$ cat src/rtl/psm_pkg.sv
// psm_pkg: shared types and constants for the pcm sfx/music mixer
// depends on nothing; used by all rtl files of the mixer
package psm_pkg;

	localparam int NUM_CH   = 4;
	localparam int POS_W    = 16;
	localparam int SAMP_W   = 8;
	localparam int VOL_W    = 8;
	localparam int CH_W     = 2;
	localparam int ACT_W    = 3;
	localparam int IN_W     = 72;
	localparam int OUT_W    = 80;

	localparam logic [ACT_W-1:0] ACT_TICK       = 3'd0;
	localparam logic [ACT_W-1:0] ACT_START_FX   = 3'd1;
	localparam logic [ACT_W-1:0] ACT_STOP_FX    = 3'd2;
	localparam logic [ACT_W-1:0] ACT_START_MUS  = 3'd3;
	localparam logic [ACT_W-1:0] ACT_STOP_MUS   = 3'd4;

	localparam logic [VOL_W-1:0] VOL_RESET  = 8'd128;
	localparam logic [VOL_W-1:0] CH_VOL_RST = 8'd255;
	localparam logic [SAMP_W-1:0] SILENCE   = 8'd128;

	// classified item passed from front to back, action in the lowest bits
	typedef struct packed {
		logic [CH_W-1:0]              target_channel;
		logic                         effect_repeat;
		logic [POS_W-1:0]             effect_length;
		logic [NUM_CH-1:0][SAMP_W-1:0] samples;
		logic [SAMP_W-1:0]            music_pcm;
		logic                         music_valid;
		logic [ACT_W-1:0]             action;
	} item_t;

	// result item fields
	typedef struct packed {
		logic [NUM_CH-1:0][POS_W-1:0] next_pos;
		logic                         music_on;
		logic [NUM_CH-1:0]            active_mask;
		logic [CH_W-1:0]              start_channel;
		logic                         start_ok;
		logic [SAMP_W-1:0]            mixed_sample;
	} result_t;

endpackage

$ cat src/rtl/pcm_sfx_music_mixer_core.sv
// pcm_sfx_music_mixer_core: top level of the pcm sfx/music mixer
// depends on psm_pkg, psm_front, psm_back
//
// usage:
//   s_axis carries one item per action (tick, start/stop effect, start/stop music)
//   m_axis returns exactly one result item per accepted item, in order
//   cfg_we/cfg_wdata write the effect volume latched by later effect starts
// path: an accepted item waits in the queue, then the engine registers its result in the
//   output reg, from which m_axis hands it on
// throughput: one item per cycle unless stalled; the engine retires one item each cycle
//   since the channel update and the four 8x8 multiplies fit a single stage
// reset: all channels inactive, lengths and positions zero, channel volumes 255,
//   music off, effect volume 128, queue and output empty
// stall: when a result waits and m_tready is low the output register holds, the engine stops,
//   and the two-entry queue fills before s_tready drops
module pcm_sfx_music_mixer_core (
	input  logic        clk,
	input  logic        arst_n,
	input  logic        cfg_we,
	input  logic [7:0]  cfg_wdata,
	input  logic        s_tvalid,
	output logic        s_tready,
	// action, music_valid, music pcm, sample_ch0..3, effect_length,
	// effect_repeat, target_channel (from bit 0 up), zero pad
	input  logic [71:0] s_tdata,
	output logic        m_tvalid,
	input  logic        m_tready,
	// mixed_sample, start_ok, start_channel, active_mask, music_on,
	// next_pos0..3 (from bit 0 up)
	output logic [79:0] m_tdata
);
	import psm_pkg::*;

	item_t   q_item;
	result_t res;
	logic    q_valid, q_ready;

	psm_front u_front (
		.clk, .arst_n, .s_tvalid, .s_tready, .s_tdata,
		.q_valid, .q_ready, .q_item
	);

	psm_back u_back (
		.clk, .arst_n, .cfg_we, .cfg_wdata,
		.q_valid, .q_ready, .q_item,
		.m_tvalid, .m_tready, .m_res(res)
	);

	assign m_tdata = res;

	// result held while stalled
	a_hold: assert property (@(posedge clk) disable iff (!arst_n)
		m_tvalid && !m_tready |=> $stable(m_tdata)) else $error("result changed under stall");
	// start_ok only ever reports a channel that is now active
	a_start: assert property (@(posedge clk) disable iff (!arst_n)
		m_tvalid && res.start_ok |-> res.active_mask[res.start_channel])
		else $error("started channel not active");
	// non-start results report no channel
	a_nostart: assert property (@(posedge clk) disable iff (!arst_n)
		m_tvalid && !res.start_ok |-> res.start_channel == '0)
		else $error("channel reported without start");

endmodule

$ cat src/rtl/psm_front.sv
// psm_front: input unpacking and two-entry queue toward the mixer engine
// depends on psm_pkg
module psm_front (
	input  logic                  clk,
	input  logic                  arst_n,
	input  logic                  s_tvalid,
	output logic                  s_tready,
	input  logic [psm_pkg::IN_W-1:0] s_tdata,
	output logic                  q_valid,
	input  logic                  q_ready,
	output psm_pkg::item_t        q_item
);
	import psm_pkg::*;

	item_t     in_item;
	item_t     buf_q [2];
	logic      wr_ptr_q, rd_ptr_q;
	logic [1:0] cnt_q;
	logic      push, pop;

	// unpack the stream word
	always_comb begin
		in_item.action         = s_tdata[2:0];
		in_item.music_valid    = s_tdata[3];
		in_item.music_pcm      = s_tdata[11:4];
		in_item.samples[0]     = s_tdata[19:12];
		in_item.samples[1]     = s_tdata[27:20];
		in_item.samples[2]     = s_tdata[35:28];
		in_item.samples[3]     = s_tdata[43:36];
		in_item.effect_length  = s_tdata[59:44];
		in_item.effect_repeat  = s_tdata[60];
		in_item.target_channel = s_tdata[62:61];
	end

	assign s_tready = (cnt_q != 2'd2);
	assign push     = s_tvalid && s_tready;
	assign q_valid  = (cnt_q != 2'd0);
	assign pop      = q_valid && q_ready;
	assign q_item   = buf_q[rd_ptr_q];

	// queue storage
	always_ff @(posedge clk) begin
		if (push) buf_q[wr_ptr_q] <= in_item;
	end

	// queue pointers
	always_ff @(posedge clk or negedge arst_n) begin
		if (!arst_n) begin
			wr_ptr_q <= 1'b0;
			rd_ptr_q <= 1'b0;
			cnt_q    <= 2'd0;
		end else begin
			if (push) wr_ptr_q <= ~wr_ptr_q;
			if (pop)  rd_ptr_q <= ~rd_ptr_q;
			cnt_q <= cnt_q + {1'b0, push} - {1'b0, pop};
		end
	end

endmodule

$ cat src/rtl/psm_back.sv
// psm_back: channel state, mix arithmetic and output register
// depends on psm_pkg
module psm_back (
	input  logic                   clk,
	input  logic                   arst_n,
	input  logic                   cfg_we,
	input  logic [psm_pkg::VOL_W-1:0] cfg_wdata,
	input  logic                   q_valid,
	output logic                   q_ready,
	input  psm_pkg::item_t         q_item,
	output logic                   m_tvalid,
	input  logic                   m_tready,
	output psm_pkg::result_t       m_res
);
	import psm_pkg::*;

	logic [VOL_W-1:0]              eff_vol_q;
	logic [NUM_CH-1:0]             act_q, rep_q;
	logic [NUM_CH-1:0][POS_W-1:0]  len_q, pos_q;
	logic [NUM_CH-1:0][VOL_W-1:0]  vol_q;
	logic                          mus_q;

	logic [NUM_CH-1:0]             act_d, rep_d;
	logic [NUM_CH-1:0][POS_W-1:0]  len_d, pos_d;
	logic [NUM_CH-1:0][VOL_W-1:0]  vol_d;
	logic                          mus_d;
	logic                          ok_d;
	logic [CH_W-1:0]               take_d;
	logic [SAMP_W-1:0]             mix_d;
	logic                          fire;
	logic                          out_valid_q;
	result_t                       res_q;

	logic signed [9:0]  term [NUM_CH];
	logic signed [17:0] prod [NUM_CH];
	logic signed [11:0] sum;
	logic [POS_W:0]     nxt;
	logic               found;

	assign q_ready  = !out_valid_q || m_tready;
	assign fire     = q_valid && q_ready;
	assign m_tvalid = out_valid_q;
	assign m_res    = res_q;

	// per-channel scaled terms, truncated toward zero
	always_comb begin
		for (int c = 0; c < NUM_CH; c++) begin
			prod[c] = $signed({1'b0, q_item.samples[c]} - 9'sd128) * $signed({1'b0, vol_q[c]});
			if (prod[c][17] && prod[c][7:0] != 8'd0)
				term[c] = 10'(prod[c] >>> 8) + 10'sd1;
			else
				term[c] = 10'(prod[c] >>> 8);
			if (!act_q[c]) term[c] = '0;
		end
	end

	// next state and mix
	always_comb begin
		act_d  = act_q;
		rep_d  = rep_q;
		len_d  = len_q;
		pos_d  = pos_q;
		vol_d  = vol_q;
		mus_d  = mus_q;
		ok_d   = 1'b0;
		take_d = '0;
		mix_d  = SILENCE;
		found  = 1'b0;
		sum    = '0;
		nxt    = '0;
		case (q_item.action)
			ACT_TICK: begin
				if (mus_q && q_item.music_valid)
					sum = 12'($signed({1'b0, q_item.music_pcm}) - 10'sd128);
				for (int c = 0; c < NUM_CH; c++) begin
					sum = sum + 12'(term[c]);
					if (act_q[c]) begin
						nxt = {1'b0, pos_q[c]} + 1'b1;
						if (nxt >= {1'b0, len_q[c]}) begin
							if (rep_q[c]) nxt = '0;
							else act_d[c] = 1'b0;
						end
						pos_d[c] = nxt[POS_W-1:0];
					end
				end
				if (sum > 12'sd127)       mix_d = 8'd255;
				else if (sum < -12'sd128) mix_d = 8'd0;
				else                      mix_d = 8'(sum + 12'sd128);
			end
			ACT_START_FX: begin
				for (int c = 0; c < NUM_CH; c++) begin
					if (!act_q[c] && !found) begin
						found    = 1'b1;
						len_d[c] = q_item.effect_length;
						pos_d[c] = '0;
						rep_d[c] = q_item.effect_repeat;
						vol_d[c] = eff_vol_q;
						act_d[c] = 1'b1;
						ok_d     = 1'b1;
						take_d   = CH_W'(c);
					end
				end
			end
			ACT_STOP_FX:   act_d[q_item.target_channel] = 1'b0;
			ACT_START_MUS: mus_d = 1'b1;
			ACT_STOP_MUS:  mus_d = 1'b0;
			default: ;
		endcase
	end

	// config register
	always_ff @(posedge clk or negedge arst_n) begin
		if (!arst_n) eff_vol_q <= VOL_RESET;
		else if (cfg_we) eff_vol_q <= cfg_wdata;
	end

	// channel state
	always_ff @(posedge clk or negedge arst_n) begin
		if (!arst_n) begin
			act_q <= '0;
			rep_q <= '0;
			len_q <= '0;
			pos_q <= '0;
			vol_q <= {NUM_CH{CH_VOL_RST}};
			mus_q <= 1'b0;
		end else if (fire) begin
			act_q <= act_d;
			rep_q <= rep_d;
			len_q <= len_d;
			pos_q <= pos_d;
			vol_q <= vol_d;
			mus_q <= mus_d;
		end
	end

	// output register
	always_ff @(posedge clk or negedge arst_n) begin
		if (!arst_n) out_valid_q <= 1'b0;
		else if (q_ready) out_valid_q <= q_valid;
	end

	always_ff @(posedge clk) begin
		if (fire) begin
			res_q.mixed_sample  <= mix_d;
			res_q.start_ok      <= ok_d;
			res_q.start_channel <= take_d;
			res_q.active_mask   <= act_d;
			res_q.music_on      <= mus_d;
			res_q.next_pos      <= pos_d;
		end
	end

endmodule
$ cat config.mk
export PLATFORM = sky130hd
export DESIGN_NAME = pcm_sfx_music_mixer_core
export DESIGN_NICKNAME = d
export VERILOG_FILES = /design/src/rtl/psm_pkg.sv /design/src/rtl/pcm_sfx_music_mixer_core.sv /design/src/rtl/psm_front.sv /design/src/rtl/psm_back.sv
export SDC_FILE = /design/constraint.sdc
export NUM_CORES = 1
export LEC_CHECK = 0
export ABC_AREA = 0
export BUFFER_PORTS_ARGS = -buffer_cell sky130_fd_sc_hd__buf_2
export CORE_UTILIZATION = 40
export CTS_CLUSTER_DIAMETER = 40
export DETAILED_ROUTE_END_ITERATION = 8
export GPL_ROUTABILITY_DRIVEN = 0
export SYNTH_ARGS = -nofsm -noshare
export SYNTH_HDL_FRONTEND = slang
export SYNTH_SLANG_ARGS = --single-unit
$ cat constraint.sdc
create_clock -name clk -period 17.7 [get_ports clk]
set_input_delay 1.77 -clock clk [delete_from_list [all_inputs] [get_ports clk]]
set_output_delay 1.77 -clock clk [all_outputs]
set_load 0.05 [all_outputs]
# [Yosys cells after proc, flatten, opt, wreduce, memory -nomap -nowiden]
# Memory sizes are Yosys's and may differ from the RTL's.
# Cells that the tools add are included.
[word_totals] register_bits=262 ram_bits=126 inputBits=85 n_memories=1
[op_classes] add_sub_neg=20 mul=4 n_lt_le_gt_ge=8 eq_ne=5 muxes=62 bitwise=6 n_reduce_logical=30
[mem_list] memory="u_front.buf_q" depth=2 width=63 read_ports=1 rd_ports_with_merged_regs=0 wr=1 line_no="psm_front.sv:16" text="item_t buf_q [2];"
[ops] operator="$mux 16" n=16
[ops] operator="$pmux 64 s2" n=1
[ops] operator="$mux 10" n=8
[ops] operator="$mul 9x9->18" n=4
[ops] operator="$add 16x1->17 const B" n=4
[ops] operator="$ge 17x16->1" n=4
[ops] operator="$add 12x10->12" n=4
[ops] operator="$sub 8x8->9 const B" n=5
[ops] operator="$add 10x2->10 const B" n=4
[ops] operator="$reduce_bool 8->1" n=4
[ops] operator="$mux 1" n=28
[ops] operator="$mux 12" n=2
[ops] operator="$gt 12x8->1 const B" n=1
[ops] operator="$lt 12x8->1 const B" n=1
[ops] operator="$pmux 4 s3" n=1
[ops] operator="$reduce_and 3->1" n=4
[ops] operator="$logic_and 1x1->1" n=11
[ops] operator="$add 8x8->8 const B" n=1
[ops] operator="$mux 8" n=1
[ops] operator="$logic_not 1->1" n=7
[ops] operator="$mux 7" n=1
[ops] operator="$eq 3x2->1 const B" n=2
[ops] operator="$and 4x4->4" n=1
[ops] operator="$mux 2" n=2
[ops] operator="15 further kinds" n=18

# [Depth between registers and ports, before layout]
# Gate-level depths: netlist (run 1).
# An unclocked memory read counts as a cell.
[logic_depth] depth_word=15 ltp_mapped=42 mapped_depth_nobuf=38

# [By module]
# A second synthesis (run 1) with hierarchy kept.
[hier_totals] cells_unflattened=3176 hier_area_um2=32299.7
[modules_own_cells] mod="psm_back" instances=1 cells_per_inst=2963 area_each_um2=27254.9 seq_area_each_um2=6897.9
[modules_own_cells] mod="psm_front" instances=1 cells_per_inst=213 area_each_um2=5044.8 seq_area_each_um2=3883.7

# [Least setup slack after synthesis (run 1)]
# No wires, ideal clock.
[synth_path] path_kind="flip-flop to flip-flop" startpoint="register u_front.rd_ptr_q" endpoint="register u_back.res_q, in the netlist u_back.m_res[4], data pin" setup_ns=0.274 t_arrival_ns=9.740 t_required_ns=17.426 path_slack_ns=7.686 path_stages_with_launch=36 synth_period_minus_slack_ns=10.014 cell_sequence="dfrtp_1 > buf_2 > clkbuf_1 > clkbuf_1 > mux2i_1 > and2_1 > fa_1 > inv_1 > fa_1 > inv_1 > fa_1 > inv_1 > fa_1 > inv_1 > ha_1 > or2_1 > clkbuf_1 > o22ai_1 > nor3_1 > a211oi_1 > mux2i_1 > o21ai_1 > nor4_2 > a31o_2 > fa_1 > fa_1 > fa_1 > inv_1 > ha_1 > and3_1 > a2111oi_0 > o211ai_1 > nand2_1 > o311ai_4 > nor2_2 > o31ai_1"
[synth_via] elab_chain_len=14
[synth_rtl] element="start: declaration" line_no="psm_front.sv:17" text="logic wr_ptr_q, rd_ptr_q;"
[synth_rtl] element="start signal: assignment" line_no="psm_front.sv:54" text="if (pop) rd_ptr_q <= ~rd_ptr_q;"
[synth_rtl] element="$mem_v2 2x63 *"
[synth_rtl] element="parallel branches: the longest is 13 deep, another holds $mul 9x9->18"
[synth_rtl] element="end: declaration" line_no="psm_back.sv:32" text="result_t res_q;"
# Mark *: on every way between the ends. The select of a mux whose other input is x is not followed.
# A chain may end at the register's enable or synchronous reset.

# [Worst setup path after layout (run 1)]
# Same ends and word-level chain as after synthesis.

==> run_results.csv, run 1 <==
group,metric,value,unit
timing,finalCritPeriodShare,0.6324,
flow_run,drv_cap,0,
yosys,async_reset_ff_frac,0.4691,
worst_setup_path,r2r_slack,6510,ps
worst_setup_path,path_delay_family,"adder cells",
worst_setup_path,ff2ff_path_depth,32,
clock_tree,postCtsSetupBuffers,0,
yosys,avgSynthCellArea,9.962,µm²
clock_tree,cts_root_buf,"clkbuf_16",
layout,layout_commonest_cell,"inv_1",
die,rows,101,
timing,finalHoldViolCount,0,
yosys,ys_seq_elements,388,
clock_tree,clock_path_buffers,3,
clock_tree,htreeDepth,3,
worst_setup_path,start_kind,"register",
clock_tree,worstSkewPairLatency,610,ps
route,ant_nets,0,
route,drt-pass1-iter-count,5,
yosys,synth_top_area_frac,0.1985,
yosys,yosysWarnings,0,
clock_tree,cts_sinks,388,
worst_setup_path,reg2reg_from,"u_front.rd_ptr_q$_DFFE_PN0P_",
global_routing,grt_pass1_vias,22620,
worst_setup_path,path_class,"reg -> reg",
layout,finalNonFillerCells,4380,
worst_hold_path,holdPathEnd,"u_back.m_tvalid$_DFFE_PN0N_",
clock_tree,cts.reportedPaths.clkPinSlew,60,ps
die,die_area,79050,µm²
layout,finalCoreUtilization,0.4636,
worst_setup_path,critPathMaxStageDelay,740,ps
global_routing,grt_first_pass_wirelength,121.9,mm
yosys,synth_fp_nets,3695,
yosys,synth.area.top_cells,"edfxtp_1 (20%), fa_1 (16%), dfrtp_1 (12%)",
die,initial_core_util,0.4070,
route,initialDrtViolationCount,1217,
route,vias_per_cell,5.106,
timing,tightest_slew,1144,ps
route,drc_errors,0,
placement,detailed_place_hpwl,57.88,mm
placement,place_inst,4239,
die,io_pins,167,
clock_tree,cts_tree,"built",
route,wl_per_cell,17.31,µm
global_routing,grt_usage,0.1981,
timing,drv_slew,0,
route,vias,22360,
timing,final.min_clock_period,11190,ps
layout,num-fill-cells,7380,
timing,setup_viol,0,
yosys,synth_area,31170,µm²
clock_tree,cts_resized,0,
worst_setup_path,required,18020,ps
route,wl,75.80,mm
layout,final_cell_mix,"inv_1 (482), nand2_1 (294), fa_1 (255)",
yosys,synth_cell_types,89,
die,die_x,281.2,µm
global_routing,overflow,0,
yosys,synth_enable_flop_cells,206,
worst_setup_path,worstPathArrival,11520,ps
worst_hold_path,min_from,"u_front.cnt_q[0]$_DFF_PN0_",
global_routing,grt_start_max_net_pins,77,
worst_setup_path,reg2reg_to,"u_back.m_res[4]$_SDFFCE_PN0P_",
global_routing,antenna_found_initial,3,
yosys,syn_inst,3129,
placement,port-buffer-count,157,
worst_setup_path,crit_fanout,32,
layout,layout-drive-gt1-share,0.1317,
die,core,76580,µm²
outcome,status,"completed",
layout,fin_nets,3853,
timing,skew,18.98,ps
layout,syn_to_final_growth,13.91,%
worst_setup_path,slowest_stage,"mux2i_1",
worst_setup_path,cp_common_cell,"fa_1",
yosys,ys_seq_area_frac,0.3459,
timing,rsz0062_at_grt,"false",
die,die_h,281.2,µm
worst_hold_path,hold_class,"reg -> reg",
clock_tree,postCtsHoldBufs,0,
timing,max_freq,0.08933,GHz
worst_hold_path,worstHoldPathCells,2,
worst_setup_path,end_kind,"register",
clock_tree,cts-buffers-inserted,76,
worst_setup_path,crit_buf_inv,6,
yosys,ys.flop_type,"edfxtp_1",
timing,relSlewSlack,0.2156,
timing,setup_tns,0,ps
yosys,synth_largest_area_cell,"edfxtp_1",
[area by class of cell]
class / count / area (µm²) / area share
Tap cell: 1030 / 1289 / 0.03630
Sequential cell: 388 / 10790 / 0.3038
Multi-Input combinational cell: 2166 / 18240 / 0.5137
Clock buffer: 88 / 1998 / 0.05628
Antenna cell: 2 / 5.005 / 0.0001410
Timing Repair Buffer: 170 / 892.1 / 0.02513
Clock inverter: 51 / 473.0 / 0.01332
Inverter: 485 / 1823 / 0.05134
[metrics by stage]
stage          hold WS (ps)  worst slack, ps  cell area [µm²]
6_report              520.9             6506            35510
3_3_place_gp          506.2             6556            33030
4_1_cts               526.5             6459            35500
2_1_floorplan         460.4             7686            31170
5_1_grt               538.6             5616            35500
3_5_place_dp          516.5             6449            33030
[cells by family after synthesis]
kind of cell	Yosys count	synth area share
and+or+nand+nor	910	0.1429
buffers and inverters	575	0.07029
AOI/OAI and AO/OA	531	0.1105
adders and majority gates	481	0.2545
DFF	388	0.3459
xor gates and xnor gates	134	0.03765
muxes	110	0.03829
[synthesized netlist by cell type, drive strengths merged (33+ instances only)]
cell type	n
inv	485
nand2	294
fa	255
ha	226
edfxtp	206
nor2	177
a21oi	160
dfrtp	149
o21ai	134
and2	95
nor2b	82
nand3	74
xnor2	70
clkbuf	64
mux2	64
xor2	64
nor3	49
mux2i	46
a21o	38
dfstp	33
[layer usage]
layer  up-vias  part of all wire  track usage
met2       495              0.47       0.3253
met1     10900              0.46       0.2707
met3       114             0.050      0.03126
met4         4             0.022      0.05268
met5         -           0.00028            0
li1      10850                 -            -
[sequential cells by signal (all words and copies together) (netlist names), 2 cells and up]
name	cells
u_back.pos_q	64
u_back.len_q	64
u_front.cnt_q	2
u_back.vol_q	32
u_back.eff_vol_q	8
u_back.m_res	80
u_back.rep_q	4
u_back.act_q	4
u_front.buf_q	126
[worst min-delay path, cell delays in order, from the launching register on]
cell and delay, ps:
dfrtp_1 370, nor2_1 60, nand2_1 60
[worst max path at each step]
stage / startpoint / end / depth (start not counted)
final: u_front.rd_ptr_q$_DFFE_PN0P_ / u_back.m_res[4]$_SDFFCE_PN0P_ / 32
after CTS: u_front.rd_ptr_q$_DFFE_PN0P_ / u_back.m_res[4]$_SDFFCE_PN0P_ / 32
after global routing: u_front.rd_ptr_q$_DFFE_PN0P_ / u_back.m_res[4]$_SDFFCE_PN0P_ / 32
after floorplan: u_front.rd_ptr_q$_DFFE_PN0P_ / u_back.m_res[4]$_SDFFCE_PN0P_ / 35
after global placement: u_front.rd_ptr_q$_DFFE_PN0P_ / u_back.m_res[4]$_SDFFCE_PN0P_ / 32
after detailed placement: u_front.rd_ptr_q$_DFFE_PN0P_ / u_back.m_res[4]$_SDFFCE_PN0P_ / 32
Power of run 1 is not shown: default switching activity piles up to over one toggle a cycle in this logic, so the estimate is an artifact.
==> run 2, diff against run 1 <==
- clock period: 17.7 -> 11.4 ns (I/O delays scaled with it)
==> run 2 against run 1 <==
Net effect:
- core utilization increased by 0.28 points
- sequential share of layout area decreased by 0.18 points
- cell count increased by 0.11%
- non-clock buffer count increased by 6
- critical path depth decreased by 2
- final area increased by 0.60%
- via count about the same
==> run_results.csv, run 2 (synthesis gave the netlist of run 1 again) <==
group,metric,value,unit
clock_tree,cts_root_buf,"clkbuf_16",
die,initial_core_util,0.4070,
layout,layout_commonest_cell,"inv_1",
route,vias,22370,
route,wl,75.85,mm
global_routing,grt_start_max_net_pins,64,
timing,tightest_slew,1123,ps
worst_setup_path,worstPathArrival,10890,ps
clock_tree,cts-buffers-inserted,75,
die,core,76580,µm²
worst_hold_path,hold_class,"in -> async",
timing,max_freq,0.09461,GHz
global_routing,grt_pass1_vias,22380,
worst_setup_path,r2r_slack,830,ps
clock_tree,cts_resized,0,
layout,final_cell_mix,"inv_1 (482), nand2_1 (294), fa_1 (255)",
clock_tree,clock_path_buffers,3,
layout,layout-drive-gt1-share,0.1339,
worst_setup_path,crit_start,"u_front.rd_ptr_q$_DFFE_PN0P_",
worst_setup_path,start_kind,"register",
layout,final_area,35720,µm²
layout,largest_register_ffs,126,
worst_setup_path,path_class,"reg -> reg",
global_routing,antenna_found_initial,8,
timing,rsz0062_at_grt,"false",
timing,final.min_clock_period,10570,ps
route,initialDrtViolationCount,1457,
placement,place_area,33070,µm²
clock_tree,cts_tree,"built",
route,wl_per_cell,17.30,µm
worst_setup_path,endpoint,"u_back.m_res[4]$_SDFFCE_PN0P_",
clock_tree,cts.reportedPaths.clkPinSlew,50,ps
timing,whs,518.7,ps
timing,finalHoldViolCount,0,
die,die_x,281.2,µm
global_routing,overflow,0,
worst_setup_path,slowest_stage,"dfrtp_4",
route,vias_per_cell,5.101,
clock_tree,postCtsHoldBufs,0,
placement,port-buffer-count,157,
clock_tree,worstSkewPairLatency,640,ps
worst_setup_path,reg2reg_to,"u_back.m_res[4]$_SDFFCE_PN0P_",
layout,fin_nets,3858,
timing,setup_tns,0,ps
timing,skew,36.02,ps
route,ant_nets,0,
clock_tree,postCtsSetupBuffers,0,
worst_setup_path,reg2reg_from,"u_front.rd_ptr_q$_DFFE_PN0P_",
worst_setup_path,critPathMaxStageDelay,700,ps
worst_setup_path,ff2ff_path_depth,30,
timing,finalCritPeriodShare,0.9272,
route,drt-pass1-iter-count,6,
die,die_h,281.2,µm
timing,drv_slew,0,
die,io_pins,167,
worst_setup_path,end_kind,"register",
clock_tree,htreeDepth,3,
global_routing,grt_first_pass_wirelength,122.2,mm
outcome,status,"completed",
route,drc_errors,0,
clock_tree,cts_sinks,388,
die,die_area,79050,µm²
timing,relSlewSlack,0.2494,
timing,setup_viol,0,
layout,syn_to_final_growth,14.60,%
layout,num-fill-cells,7303,
flow_run,drv_cap,0,
worst_setup_path,crit_fanout,17,
worst_setup_path,cp_common_cell,"fa_1",
placement,detailed_place_hpwl,57.72,mm
global_routing,grt_usage,0.1990,
die,rows,101,
worst_setup_path,required,11720,ps
layout,largest-register,"u_front.buf_q",
==> run 2: worst max-delay path: cells and delay by family (launching register included) <==
kind | cells | cell delay [ps]
adder cells (fa/ha/maj) | 9 | 4430
AO/OA/AOI/OAI | 9 | 2760
buffers and inverters | 4 | 190
multiplexers | 1 | 600
AND/OR/NAND/NOR | 6 | 1420
XOR/XNOR | 1 | 180
flip-flops | 1 | 700
==> run 2: cell type report <==
cell class	count	area (µm²)	area share
multi-input combinational	2166	18240	0.5108
sequential	388	10790	0.3019
clock buffer	86	2002	0.05605
inverter	485	1823	0.05104
tap	1030	1289	0.03608
timing repair buffer	176	937.1	0.02624
clock inverter	53	636.9	0.01783
antenna	1	2.502	0.00007006
==> run 2: how the worst min path moves through the flow <==
| stage | from | endpoint | depth (start not counted) |
|---|---|---|---|
| final | arst_n | u_back.pos_q[8]$_DFFE_PN0P_ | 1 |
| after global routing | arst_n | u_back.pos_q[5]$_DFFE_PN0P_ | 1 |
| after CTS | arst_n | u_back.pos_q[8]$_DFFE_PN0P_ | 1 |
| after detailed placement | u_front.cnt_q[0]$_DFF_PN0_ | u_back.m_tvalid$_DFFE_PN0N_ | 2 |
| after global placement | u_back.len_q[43]$_DFFE_PN0P_ | u_back.len_q[43]$_DFFE_PN0P_ | 2 |
| after floorplan | u_front.wr_ptr_q$_DFFE_PN0P_ | u_front.wr_ptr_q$_DFFE_PN0P_ | 1 |
==> run 2: per-stage QoR <==
step                      setup slack (ps)  std cells    util
after global placement               932.1       4245  0.4319
after floorplan                       1386       3129       -
after global routing                 60.33       4384  0.4664
after CTS                            772.7       4384  0.4663
after detailed placement             830.3       4245  0.4319
final                                830.1       4385  0.4664
==> run 2: routing by layer <==
layer,global-route usage,share of wire,vias to the layer above
met5,0,0.00041,-
met4,0.05240,0.022,6
met3,0.03275,0.049,122
met2,0.3260,0.46,469
met1,0.2721,0.46,10890
li1,-,-,10880
Power of run 2 is left out for the same reason.
